==> src/rtl/core/tsqr_pkg.sv <==
// ----------------------------------------------------------------------------
// Two-sided quote refresher package
// Command codes, action codes, register indexes and side interface types.
// ----------------------------------------------------------------------------
package tsqr_pkg;

	localparam int PRICE_W = 32;
	localparam int ID_W    = 32;
	localparam int QTY_W   = 32;
	localparam int TIME_W  = 64;

	typedef enum logic [1:0] {
		CMD_BOOK   = 2'd0,
		CMD_ACK    = 2'd1,
		CMD_FILL   = 2'd2,
		CMD_REJECT = 2'd3
	} cmd_t;

	localparam logic ACT_CANCEL = 1'b0;
	localparam logic ACT_POST   = 1'b1;

	localparam logic SIDE_BUY  = 1'b0;
	localparam logic SIDE_SELL = 1'b1;

	localparam logic REG_VENUE = 1'b0;
	localparam logic REG_QSIZE = 1'b1;

	localparam logic [1:0] SLOT_BUY_CANCEL  = 2'd0;
	localparam logic [1:0] SLOT_BUY_POST    = 2'd1;
	localparam logic [1:0] SLOT_SELL_CANCEL = 2'd2;
	localparam logic [1:0] SLOT_SELL_POST   = 2'd3;

	typedef struct packed {
		logic            refresh;
		logic            ack;
		logic            reject;
		logic            fill;
		logic [ID_W-1:0] id;
	} side_ctl_t;

	typedef struct packed {
		logic            post;
		logic            cancel;
		logic [ID_W-1:0] cancel_id;
	} side_dec_t;

endpackage

==> src/rtl/core/tsqr_side.sv <==
// ----------------------------------------------------------------------------
// Quote side
// Holds one side's waiting flag, resting id and target, and decides whether
// a book update must cancel and repost that side.
// ----------------------------------------------------------------------------
module tsqr_side (
	input  logic                         clk,
	input  logic                         arst_n,
	input  tsqr_pkg::side_ctl_t          ctl,
	input  logic [tsqr_pkg::PRICE_W-1:0] target,
	output tsqr_pkg::side_dec_t          dec
);

	logic                         waiting_q;
	logic [tsqr_pkg::ID_W-1:0]    resting_q;
	logic [tsqr_pkg::PRICE_W-1:0] target_q;
	logic                         has_order;
	logic                         at_target;

	assign has_order     = (resting_q != '0);
	assign at_target     = has_order && (target_q == target);
	assign dec.post      = !waiting_q && !at_target;
	assign dec.cancel    = dec.post && has_order;
	assign dec.cancel_id = resting_q;

	always_ff @(posedge clk or negedge arst_n) begin
		if (!arst_n) begin
			waiting_q <= 1'b0;
			resting_q <= '0;
			target_q  <= '0;
		end else if (ctl.refresh && dec.post) begin
			waiting_q <= 1'b1;
			resting_q <= '0;
			target_q  <= target;
		end else if (ctl.ack) begin
			waiting_q <= 1'b0;
			resting_q <= ctl.id;
		end else if (ctl.reject) begin
			waiting_q <= 1'b0;
			target_q  <= '0;
		end else if (ctl.fill && (ctl.id == resting_q)) begin
			resting_q <= '0;
			target_q  <= '0;
		end
	end

endmodule

==> src/rtl/core/two_sided_quote_refresher_core.sv <==
// ----------------------------------------------------------------------------
// Two-sided quote refresher core
// A result word passes the input stage, the result buffer and the output register.
// Throughput: one input word per cycle; a book update causing actions (up to four)
// waits until the result buffer is free, and the buffer sends them out one at a time.
// Reset clears quotes, the acknowledgement queue count, the buffers and the registers
// to their defaults (venue detached, quote size one).
// ----------------------------------------------------------------------------
module two_sided_quote_refresher_core (
	input  logic                                clk,
	input  logic                                arst_n,
	input  logic                                cfg_valid,
	output logic                                cfg_ready,
	input  logic                                cfg_index,
	input  logic [31:0]                         cfg_data,
	input  logic                                in_valid,
	output logic                                in_ready,
	input  logic [1:0]                          cmd,
	input  logic                                book_empty,
	input  logic signed [tsqr_pkg::PRICE_W-1:0] bid_px,
	input  logic signed [tsqr_pkg::PRICE_W-1:0] ask_px,
	input  logic [tsqr_pkg::ID_W-1:0]           order_id,
	input  logic                                fill_side,
	input  logic [tsqr_pkg::TIME_W-1:0]         event_time,
	output logic                                out_valid,
	input  logic                                out_ready,
	output logic                                action,
	output logic                                action_side,
	output logic [tsqr_pkg::ID_W-1:0]           cancel_id,
	output logic signed [tsqr_pkg::PRICE_W-1:0] quote_price,
	output logic [tsqr_pkg::QTY_W-1:0]          quote_qty,
	output logic [tsqr_pkg::TIME_W-1:0]         action_time,
	output logic                                last
);

	logic                         venue_q;
	logic [tsqr_pkg::QTY_W-1:0]   qsize_q;

	logic                         valid_s1;
	tsqr_pkg::cmd_t               cmd_s1;
	logic                         empty_s1;
	logic [tsqr_pkg::PRICE_W-1:0] bid_s1;
	logic [tsqr_pkg::PRICE_W-1:0] ask_s1;
	logic [tsqr_pkg::ID_W-1:0]    id_s1;
	logic                         fside_s1;
	logic [tsqr_pkg::TIME_W-1:0]  time_s1;

	logic [1:0]                   qcnt_q;
	logic                         qside0_q;
	logic                         qside1_q;
	logic [1:0]                   qcnt_n;
	logic                         qside0_n;
	logic                         qside1_n;

	logic [3:0]                   mask_q;
	logic [tsqr_pkg::ID_W-1:0]    buy_id_q;
	logic [tsqr_pkg::ID_W-1:0]    sell_id_q;
	logic [tsqr_pkg::PRICE_W-1:0] buy_px_q;
	logic [tsqr_pkg::PRICE_W-1:0] sell_px_q;
	logic [tsqr_pkg::TIME_W-1:0]  time_q;

	logic                         out_valid_q;
	logic                         action_q;
	logic                         side_q;
	logic [tsqr_pkg::ID_W-1:0]    cancel_id_q;
	logic [tsqr_pkg::PRICE_W-1:0] price_q;
	logic [tsqr_pkg::QTY_W-1:0]   qty_q;
	logic [tsqr_pkg::TIME_W-1:0]  out_time_q;
	logic                         last_q;

	logic [tsqr_pkg::PRICE_W-1:0] buy_tgt;
	logic [tsqr_pkg::PRICE_W-1:0] sell_tgt;
	tsqr_pkg::side_ctl_t          buy_ctl;
	tsqr_pkg::side_ctl_t          sell_ctl;
	tsqr_pkg::side_dec_t          buy_dec;
	tsqr_pkg::side_dec_t          sell_dec;

	logic                         book_go;
	logic                         produces;
	logic                         s1_fire;
	logic                         refresh;
	logic                         pop;
	logic [3:0]                   new_mask;
	logic [1:0]                   slot;
	logic [3:0]                   rest_mask;
	logic                         out_load;
	logic                         buf_free;

	assign cfg_ready = 1'b1;

	always_ff @(posedge clk or negedge arst_n) begin
		if (!arst_n) begin
			venue_q <= 1'b0;
			qsize_q <= 32'd1;
		end else if (cfg_valid) begin
			case (cfg_index)
				tsqr_pkg::REG_VENUE: venue_q <= cfg_data[0];
				tsqr_pkg::REG_QSIZE: qsize_q <= cfg_data;
				default: ;
			endcase
		end
	end

	assign in_ready = !valid_s1 || s1_fire;

	always_ff @(posedge clk or negedge arst_n) begin
		if (!arst_n) begin
			valid_s1 <= 1'b0;
		end else if (in_ready) begin
			valid_s1 <= in_valid;
		end
	end

	always_ff @(posedge clk) begin
		if (in_valid && in_ready) begin
			cmd_s1   <= tsqr_pkg::cmd_t'(cmd);
			empty_s1 <= book_empty;
			bid_s1   <= bid_px;
			ask_s1   <= ask_px;
			id_s1    <= order_id;
			fside_s1 <= fill_side;
			time_s1  <= event_time;
		end
	end

	assign buy_tgt  = bid_s1 - 32'd1;
	assign sell_tgt = ask_s1 + 32'd1;

	assign book_go  = valid_s1 && (cmd_s1 == tsqr_pkg::CMD_BOOK) && !empty_s1 && venue_q;
	assign new_mask = {sell_dec.post, sell_dec.cancel, buy_dec.post, buy_dec.cancel};
	assign produces = book_go && (new_mask != 4'd0);
	assign s1_fire  = valid_s1 && (!produces || buf_free);
	assign refresh  = s1_fire && book_go;
	assign pop      = s1_fire && (qcnt_q != 2'd0)
		&& ((cmd_s1 == tsqr_pkg::CMD_ACK) || (cmd_s1 == tsqr_pkg::CMD_REJECT));

	always_comb begin
		buy_ctl         = '0;
		buy_ctl.refresh = refresh;
		buy_ctl.ack     = pop && (cmd_s1 == tsqr_pkg::CMD_ACK) && (qside0_q == tsqr_pkg::SIDE_BUY);
		buy_ctl.reject  = pop && (cmd_s1 == tsqr_pkg::CMD_REJECT)
			&& (qside0_q == tsqr_pkg::SIDE_BUY);
		buy_ctl.fill    = s1_fire && (cmd_s1 == tsqr_pkg::CMD_FILL)
			&& (fside_s1 == tsqr_pkg::SIDE_BUY);
		buy_ctl.id      = id_s1;
		sell_ctl         = '0;
		sell_ctl.refresh = refresh;
		sell_ctl.ack     = pop && (cmd_s1 == tsqr_pkg::CMD_ACK)
			&& (qside0_q == tsqr_pkg::SIDE_SELL);
		sell_ctl.reject  = pop && (cmd_s1 == tsqr_pkg::CMD_REJECT)
			&& (qside0_q == tsqr_pkg::SIDE_SELL);
		sell_ctl.fill    = s1_fire && (cmd_s1 == tsqr_pkg::CMD_FILL)
			&& (fside_s1 == tsqr_pkg::SIDE_SELL);
		sell_ctl.id      = id_s1;
	end

	tsqr_side u_buy (
		.clk    (clk),
		.arst_n (arst_n),
		.ctl    (buy_ctl),
		.target (buy_tgt),
		.dec    (buy_dec)
	);

	tsqr_side u_sell (
		.clk    (clk),
		.arst_n (arst_n),
		.ctl    (sell_ctl),
		.target (sell_tgt),
		.dec    (sell_dec)
	);

	always_comb begin
		qcnt_n   = qcnt_q;
		qside0_n = qside0_q;
		qside1_n = qside1_q;
		if (pop) begin
			qside0_n = qside1_q;
			qcnt_n   = qcnt_q - 2'd1;
		end
		if (refresh && buy_dec.post && (qcnt_n < 2'd2)) begin
			if (qcnt_n == 2'd0) begin
				qside0_n = tsqr_pkg::SIDE_BUY;
			end else begin
				qside1_n = tsqr_pkg::SIDE_BUY;
			end
			qcnt_n = qcnt_n + 2'd1;
		end
		if (refresh && sell_dec.post && (qcnt_n < 2'd2)) begin
			if (qcnt_n == 2'd0) begin
				qside0_n = tsqr_pkg::SIDE_SELL;
			end else begin
				qside1_n = tsqr_pkg::SIDE_SELL;
			end
			qcnt_n = qcnt_n + 2'd1;
		end
	end

	always_ff @(posedge clk or negedge arst_n) begin
		if (!arst_n) begin
			qcnt_q <= 2'd0;
		end else begin
			qcnt_q <= qcnt_n;
		end
	end

	always_ff @(posedge clk) begin
		qside0_q <= qside0_n;
		qside1_q <= qside1_n;
	end

	always_comb begin
		if (mask_q[0]) begin
			slot = tsqr_pkg::SLOT_BUY_CANCEL;
		end else if (mask_q[1]) begin
			slot = tsqr_pkg::SLOT_BUY_POST;
		end else if (mask_q[2]) begin
			slot = tsqr_pkg::SLOT_SELL_CANCEL;
		end else begin
			slot = tsqr_pkg::SLOT_SELL_POST;
		end
	end

	assign rest_mask = mask_q & ~(4'd1 << slot);
	assign out_load  = (mask_q != 4'd0) && (!out_valid_q || out_ready);
	assign buf_free  = (mask_q == 4'd0) || ((rest_mask == 4'd0) && out_load);

	always_ff @(posedge clk or negedge arst_n) begin
		if (!arst_n) begin
			mask_q <= 4'd0;
		end else if (refresh && produces) begin
			mask_q <= new_mask;
		end else if (out_load) begin
			mask_q <= rest_mask;
		end
	end

	always_ff @(posedge clk) begin
		if (refresh && produces) begin
			buy_id_q  <= buy_dec.cancel_id;
			sell_id_q <= sell_dec.cancel_id;
			buy_px_q  <= buy_tgt;
			sell_px_q <= sell_tgt;
			time_q    <= time_s1;
		end
	end

	always_ff @(posedge clk or negedge arst_n) begin
		if (!arst_n) begin
			out_valid_q <= 1'b0;
		end else if (out_load) begin
			out_valid_q <= 1'b1;
		end else if (out_ready) begin
			out_valid_q <= 1'b0;
		end
	end

	always_ff @(posedge clk) begin
		if (out_load) begin
			out_time_q <= time_q;
			last_q     <= (rest_mask == 4'd0);
			case (slot)
				tsqr_pkg::SLOT_BUY_CANCEL: begin
					action_q    <= tsqr_pkg::ACT_CANCEL;
					side_q      <= tsqr_pkg::SIDE_BUY;
					cancel_id_q <= buy_id_q;
					price_q     <= '0;
					qty_q       <= '0;
				end
				tsqr_pkg::SLOT_BUY_POST: begin
					action_q    <= tsqr_pkg::ACT_POST;
					side_q      <= tsqr_pkg::SIDE_BUY;
					cancel_id_q <= '0;
					price_q     <= buy_px_q;
					qty_q       <= qsize_q;
				end
				tsqr_pkg::SLOT_SELL_CANCEL: begin
					action_q    <= tsqr_pkg::ACT_CANCEL;
					side_q      <= tsqr_pkg::SIDE_SELL;
					cancel_id_q <= sell_id_q;
					price_q     <= '0;
					qty_q       <= '0;
				end
				default: begin
					action_q    <= tsqr_pkg::ACT_POST;
					side_q      <= tsqr_pkg::SIDE_SELL;
					cancel_id_q <= '0;
					price_q     <= sell_px_q;
					qty_q       <= qsize_q;
				end
			endcase
		end
	end

	assign out_valid   = out_valid_q;
	assign action      = action_q;
	assign action_side = side_q;
	assign cancel_id   = cancel_id_q;
	assign quote_price = price_q;
	assign quote_qty   = qty_q;
	assign action_time = out_time_q;
	assign last        = last_q;

endmodule

==> config.mk <==
export PLATFORM = sky130hd
export DESIGN_NAME = two_sided_quote_refresher_core
export DESIGN_NICKNAME = d
export VERILOG_FILES = /design/src/rtl/core/tsqr_pkg.sv /design/src/rtl/core/tsqr_side.sv /design/src/rtl/core/two_sided_quote_refresher_core.sv
export SDC_FILE = /design/constraint.sdc
export NUM_CORES = 1
export LEC_CHECK = 0
export ABC_AREA = 1
export ABC_CLOCK_PERIOD_IN_PS = 13510
export BUFFER_PORTS_ARGS = -buffer_cell sky130_fd_sc_hd__buf_4
export CAP_MARGIN = 15
export CORE_MARGIN = 1.5
export CORE_UTILIZATION = 44
export CTS_BUF_LIST = sky130_fd_sc_hd__clkbuf_8
export DETAILED_ROUTE_END_ITERATION = 12
export PLACE_DENSITY = 0.76
export SLEW_MARGIN = 15
export SYNTH_ARGS = -nofsm -noshare
export SYNTH_HDL_FRONTEND = slang
export SYNTH_SLANG_ARGS = --single-unit
export TNS_END_PERCENT = 30
==> constraint.sdc <==
create_clock -name clk -period 13.51 [get_ports clk]
set_input_delay 2.702 -clock clk [delete_from_list [all_inputs] [get_ports clk]]
set_output_delay 2.702 -clock clk [all_outputs]
set_load 0.01 [all_outputs]
==> report_table.html <==
<table>
<tr><th>Metric</th><th>Value</th></tr>
<tr><th colspan="2">STA</th></tr>
<tr><td>Final cycle utilization of the critical path</td><td>48.6%</td></tr>
<tr><td>Setup_tns</td><td>0 ns</td></tr>
<tr><td>Total count of hold-check failures in the final report</td><td>0</td></tr>
<tr><td>Worst setup skew after layout</td><td>0.0343 ns</td></tr>
<tr><td>Highest clock frequency the design can meet</td><td>152 MHz</td></tr>
<tr><td>Final critical delay including setup and external delays</td><td>6.56 ns</td></tr>
<tr><td>Final setup fails</td><td>0</td></tr>
<tr><td>Final count of pins violating max slew</td><td>0</td></tr>
<tr><td>Slew margin rel.</td><td>27.2%</td></tr>
<tr><td>Slew of the pin with the lowest slew margin</td><td>1.09 ns</td></tr>
<tr><td>Unrepaired setup endpoints after global routing</td><td>no</td></tr>
<tr><td>Worst hold slack after final layout</td><td>0.395 ns</td></tr>
<tr><th colspan="2">Detailed routing</th></tr>
<tr><td>Detailed-route via count</td><td>19,100</td></tr>
<tr><td>DRC violations left</td><td>0</td></tr>
<tr><td>Average detailed-routed wire length per instance</td><td>20.0 µm</td></tr>
<tr><td>Routed Antenna Nets</td><td>0</td></tr>
<tr><td>First-pass iteration count of the detailed router</td><td>6</td></tr>
<tr><td>Total wire length after detailed routing</td><td>73,900 µm</td></tr>
<tr><td>Number of DRC violations after detailed-routing iteration 0</td><td>1,602</td></tr>
<tr><td>Vias per cell</td><td>5.16</td></tr>
<tr><th colspan="2">Global routing</th></tr>
<tr><td>Number of global-route vias before repair</td><td>19,200</td></tr>
<tr><td>Global-route wire length before repair</td><td>112,000 µm</td></tr>
<tr><td>All-layer global routing usage</td><td>22.4%</td></tr>
<tr><td>Pin count of the biggest net entering global routing</td><td>165</td></tr>
<tr><td>Overflow left after global routing</td><td>0</td></tr>
<tr><td>Number of antenna violations at the first check in global routing</td><td>2</td></tr>
<tr><th colspan="2">Synth</th></tr>
<tr><td>Count of warnings emitted by yosys</td><td>0</td></tr>
<tr><td>Cell types occupying the most area after synthesis</td><td>sky130_fd_sc_hd__edfxtp_1 55%, sky130_fd_sc_hd__dfrtp_1 15%, sky130_fd_sc_hd__nand2_1 6.3%, sky130_fd_sc_hd__inv_1 3.8%, sky130_fd_sc_hd__nor2_1 3.0%</td></tr>
<tr><td>Average cell area after synthesis</td><td>12.1 µm²</td></tr>
<tr><td>Synth async-reset ratio</td><td>24.7%</td></tr>
<tr><td>Synth Cell Area</td><td>28,100 µm²</td></tr>
<tr><td>Number of flops mapped to enable cells by yosys</td><td>519</td></tr>
<tr><td>Dominant register cell in the synthesized netlist</td><td>sky130_fd_sc_hd__edfxtp_1</td></tr>
<tr><td>Area share of the largest cell type after synthesis</td><td>55.4%</td></tr>
<tr><td>Number of distinct library cell variants in the gate-level netlist after synthesis</td><td>55</td></tr>
<tr><td>Share of the yosys chip area belonging to registers</td><td>70.7%</td></tr>
<tr><td>Count of state elements after synthesis</td><td>692</td></tr>
<tr><td>Synthesized Nets</td><td>2,524</td></tr>
<tr><td>Cells after synthesis</td><td>2,317</td></tr>
<tr><td>Cell taking the most area after synthesis</td><td>sky130_fd_sc_hd__edfxtp_1</td></tr>
<tr><th colspan="2">Setup path</th></tr>
<tr><td>Library cell contributing the largest single delay on the critical path</td><td>sky130_fd_sc_hd__nor2_1</td></tr>
<tr><td>Most frequent cell on the critical path</td><td>sky130_fd_sc_hd__nand2_1</td></tr>
<tr><td>Nature of the critical path startpoint</td><td>flip-flop</td></tr>
<tr><td>Buf+Inv Stages, Crit Path</td><td>3</td></tr>
<tr><td>Launching point of the worst reg2reg path</td><td>bid_s1[0]</td></tr>
<tr><td>Critical path class</td><td>reg2out</td></tr>
<tr><td>Reg2reg setup slack</td><td>7.99 ns</td></tr>
<tr><td>Crit path arrival time</td><td>3.86 ns</td></tr>
<tr><td>Largest fanout of any net on the critical path</td><td>11</td></tr>
<tr><td>Worst path top cell family by delay</td><td>simple AND/OR/NAND/NOR gates</td></tr>
<tr><td>Setup crit end kind</td><td>primary output</td></tr>
<tr><td>Data required time of the critical path</td><td>10.81 ns</td></tr>
<tr><td>Cells traversed along the worst timing path</td><td>inv_1 -&gt; ha_1 -&gt; nand3_2 -&gt; nor2_1 -&gt; nand3_1 -&gt; nand2_1 -&gt; nand2_1 -&gt; nand2_1 -&gt; nand2_1 -&gt; inv_1 -&gt; nand2_1 -&gt; nor2_1 -&gt; nand2_1 -&gt; nor2_1 -&gt; nand2_1 -&gt; nand2_2 -&gt; nand2_4 -&gt; nand2_8 -&gt; buf_4</td></tr>
<tr><td>Longest individual stage delay on the worst path</td><td>0.71 ns</td></tr>
<tr><td>Destination of the worst register-to-register timing path</td><td>time_q[7]</td></tr>
<tr><td>Worst R2R Path Depth</td><td>23</td></tr>
<tr><th colspan="2">Die</th></tr>
<tr><td>Die outline width</td><td>256 µm</td></tr>
<tr><td>Count of standard-cell rows</td><td>92</td></tr>
<tr><td>Core area</td><td>63,200 µm²</td></tr>
<tr><td>Initial Utilization</td><td>44.5%</td></tr>
<tr><td>Number of primary I/O pins</td><td>368</td></tr>
<tr><td>Y dimension of the die</td><td>256 µm</td></tr>
<tr><td>Total Die Area</td><td>65,500 µm²</td></tr>
<tr><th colspan="2">Placement</th></tr>
<tr><td>Count of buffers from port buffering</td><td>366</td></tr>
<tr><td>Post-DP HPWL</td><td>51,200 µm</td></tr>
<tr><td>Placer's final routability congestion estimate</td><td>0.942</td></tr>
<tr><th colspan="2">Clocking</th></tr>
<tr><td>Maximum buffer depth of the clock tree</td><td>3</td></tr>
<tr><td>Number of hold buffers added after cts</td><td>0</td></tr>
<tr><td>Clock tree from TritonCTS</td><td>yes</td></tr>
<tr><td>Number of cells upsized or downsized after cts</td><td>0</td></tr>
<tr><td>Inserted Clock Buffers</td><td>114</td></tr>
<tr><td>Buffers inserted by post-CTS timing repair</td><td>0</td></tr>
<tr><td>Root Driver</td><td>sky130_fd_sc_hd__clkbuf_8</td></tr>
<tr><td>Depth of the CTS H-tree</td><td>3</td></tr>
<tr><td>Clock insertion delay at the later pin of the skew report</td><td>0.72 ns</td></tr>
<tr><td>CTS sink cnt</td><td>692</td></tr>
<tr><td>Clock edge transition at the registers on the reported setup and hold paths</td><td>0.06 ns</td></tr>
<tr><th colspan="2">Power and ir drop</th></tr>
<tr><td>P_leak</td><td>0.0144 µW</td></tr>
<tr><td>Worst IR drop on VDD</td><td>0.177 mV</td></tr>
<tr><td>Pwr dens</td><td>206 nW/µm²</td></tr>
<tr><th colspan="2">Hold path</th></tr>
<tr><td>Number of cells traversed by the worst hold path</td><td>0</td></tr>
<tr><td>Beginning of the worst hold path</td><td>time_q[9]</td></tr>
<tr><td>Worst min-delay path category</td><td>reg2reg</td></tr>
<tr><td>Min-Delay Endpoint</td><td>action_time[9]</td></tr>
<tr><th colspan="2">Final layout</th></tr>
<tr><td>P&amp;R area growth vs syn</td><td>21.5%</td></tr>
<tr><td>Area of all sequential standard cells</td><td>19,900 µm²</td></tr>
<tr><td>Multi-input gate area</td><td>6820 µm²</td></tr>
<tr><td>Fill cell instance count of the final layout</td><td>5,250</td></tr>
<tr><td>Number of nets at the end of the flow</td><td>2,965</td></tr>
<tr><td>Share of post-route cells with drive strength above 1</td><td>22.9%</td></tr>
<tr><th colspan="2">Job</th></tr>
<tr><td>Max cap viols</td><td>0</td></tr>
<tr><th colspan="2">Run status</th></tr>
<tr><td>Status</td><td>complete, no violations</td></tr>
</table>
[layer usage]
layer | up-vias | GRT usage, % | wire length, µm
met5 | - | 0 | 7
met4 | 2 | 8.00 | 2290
met3 | 147 | 4.90 | 4800
met2 | 687 | 38.4 | 37400
met1 | 9351 | 27.9 | 29400
li1 | 8917 | - | -
[stage by stage]
stage	worst slack, ns	total power (µW)	util, %	cell area, µm²	std cells
final	6.95	7030	54.1	34200	3703
after global routing	6.50	7380	54.1	34200	3703
after global placement	7.00	5090	50.3	31800	3486
after detailed placement	7.05	5150	50.3	31800	3486
after floorplan	1.84	4510	-	28100	2317
after CTS	6.92	7070	54.0	34100	3700
[where the power goes]
group	internal [µW]	switching (µW)	total [µW]
clock network	1040	852	1900
registers	3000	314	3320
logic	726	1090	1820
total	4770	2260	7030
[worst max path at each step]
stage / startpoint / end / slack (ns) / depth (start not counted)
2_1_floorplan: out_ready / ask_s1[0] / 1.84 / 6
3_3_place_gp: out_ready / in_ready / 7.00 / 8
3_5_place_dp: out_ready / in_ready / 7.05 / 8
4_1_cts: bid_s1[0] / in_ready / 6.92 / 19
5_1_grt: bid_s1[0] / in_ready / 6.50 / 19
6_report: bid_s1[0] / in_ready / 6.95 / 19
[synthesized netlist by cell type (17+ instances only)]
| master | count |
|---|---|
| sky130_fd_sc_hd__o22ai_1 | 49 |
| sky130_fd_sc_hd__inv_1 | 285 |
| sky130_fd_sc_hd__o22ai_2 | 28 |
| sky130_fd_sc_hd__a21oi_1 | 36 |
| sky130_fd_sc_hd__xor2_1 | 20 |
| sky130_fd_sc_hd__a32o_1 | 64 |
| sky130_fd_sc_hd__nand2_1 | 473 |
| sky130_fd_sc_hd__nand4_1 | 19 |
| sky130_fd_sc_hd__clkbuf_1 | 26 |
| sky130_fd_sc_hd__o21ai_0 | 32 |
| sky130_fd_sc_hd__dfrtp_1 | 170 |
| sky130_fd_sc_hd__edfxtp_1 | 519 |
| sky130_fd_sc_hd__nor2_1 | 226 |
| sky130_fd_sc_hd__o21ai_1 | 32 |
| sky130_fd_sc_hd__nand3_1 | 151 |
| sky130_fd_sc_hd__nand2_2 | 17 |
[registers in the layout, summed over array words and instances, names as in the netlist, 2 cells and up]
| signal | cells |
|---|---|
| action_time | 64 |
| sell_px_q | 32 |
| quote_qty | 32 |
| ask_s1 | 32 |
| u_buy.target_q | 32 |
| time_s1 | 64 |
| buy_px_q | 32 |
| cancel_id | 32 |
| u_buy.resting_q | 32 |
| qcnt_q | 2 |
| qsize_q | 32 |
| id_s1 | 32 |
| mask_q | 4 |
| sell_id_q | 32 |
| u_sell.resting_q | 32 |
| cmd_s1 | 2 |
| time_q | 64 |
| bid_s1 | 32 |
| u_sell.target_q | 32 |
| buy_id_q | 32 |
| quote_price | 32 |
[placed cells by master, fill, tap and decap left out, types with 3 or more instances in the layout]
| cell type | instances |
|---|---|
| sky130_fd_sc_hd__clkbuf_8 | 121 |
| sky130_fd_sc_hd__xor2_1 | 20 |
| sky130_fd_sc_hd__nand2_1 | 472 |
| sky130_fd_sc_hd__o21bai_1 | 5 |
| sky130_fd_sc_hd__nand2_4 | 10 |
| sky130_fd_sc_hd__nor3_1 | 7 |
| sky130_fd_sc_hd__bufinv_16 | 11 |
| sky130_fd_sc_hd__o21ai_2 | 14 |
| sky130_fd_sc_hd__xnor2_1 | 12 |
| sky130_fd_sc_hd__dfrtp_1 | 170 |
| sky130_fd_sc_hd__nor2_1 | 224 |
| sky130_fd_sc_hd__and2_1 | 3 |
| sky130_fd_sc_hd__clkinv_2 | 19 |
| sky130_fd_sc_hd__inv_2 | 10 |
| sky130_fd_sc_hd__o2111ai_1 | 7 |
| sky130_fd_sc_hd__a21oi_1 | 35 |
| sky130_fd_sc_hd__clkinvlp_4 | 3 |
| sky130_fd_sc_hd__buf_4 | 377 |
| sky130_fd_sc_hd__edfxtp_1 | 519 |
| sky130_fd_sc_hd__nor2_4 | 12 |
| sky130_fd_sc_hd__nand2_2 | 18 |
| sky130_fd_sc_hd__a32o_1 | 64 |
| sky130_fd_sc_hd__nand3_1 | 151 |
| sky130_fd_sc_hd__nor2_2 | 9 |
| sky130_fd_sc_hd__nor4_1 | 7 |
| sky130_fd_sc_hd__ha_1 | 5 |
| sky130_fd_sc_hd__nand4_1 | 19 |
| sky130_fd_sc_hd__o21ai_1 | 31 |
| sky130_fd_sc_hd__nand3_2 | 4 |
| sky130_fd_sc_hd__o22ai_2 | 28 |
| sky130_fd_sc_hd__o22ai_1 | 49 |
| sky130_fd_sc_hd__o21ai_0 | 32 |
| sky130_fd_sc_hd__clkinv_1 | 24 |
| sky130_fd_sc_hd__xnor3_1 | 7 |
| sky130_fd_sc_hd__inv_1 | 318 |
| sky130_fd_sc_hd__nand3b_1 | 7 |
| sky130_fd_sc_hd__a221oi_1 | 3 |
[area by class of cell]
cell class              instances  area share (%)
clock buffers                 121            4.87
well taps                     846            3.10
clock inverters                93            2.08
repair buffers                381            8.53
inverters                     297            3.28
flip-flops and latches        692            58.2
diodes                          1         0.00732
multi-input cells            1272            19.9
[cells by family (layout without fill, tap and decap cells)]
group	after synthesis	count (layout)	share of synthesized area (%)
adders and majority gates	5	5	0.222
other	1	2	0.0133
xor gates and xnor gates	39	39	1.56
and+or+nand+nor	951	951	14.9
buffers and inverters	353	892	5.13
DFF	692	692	70.7
AOI/OAI and AO/OA	276	276	7.44
Power figures use the tool's default switching activity.
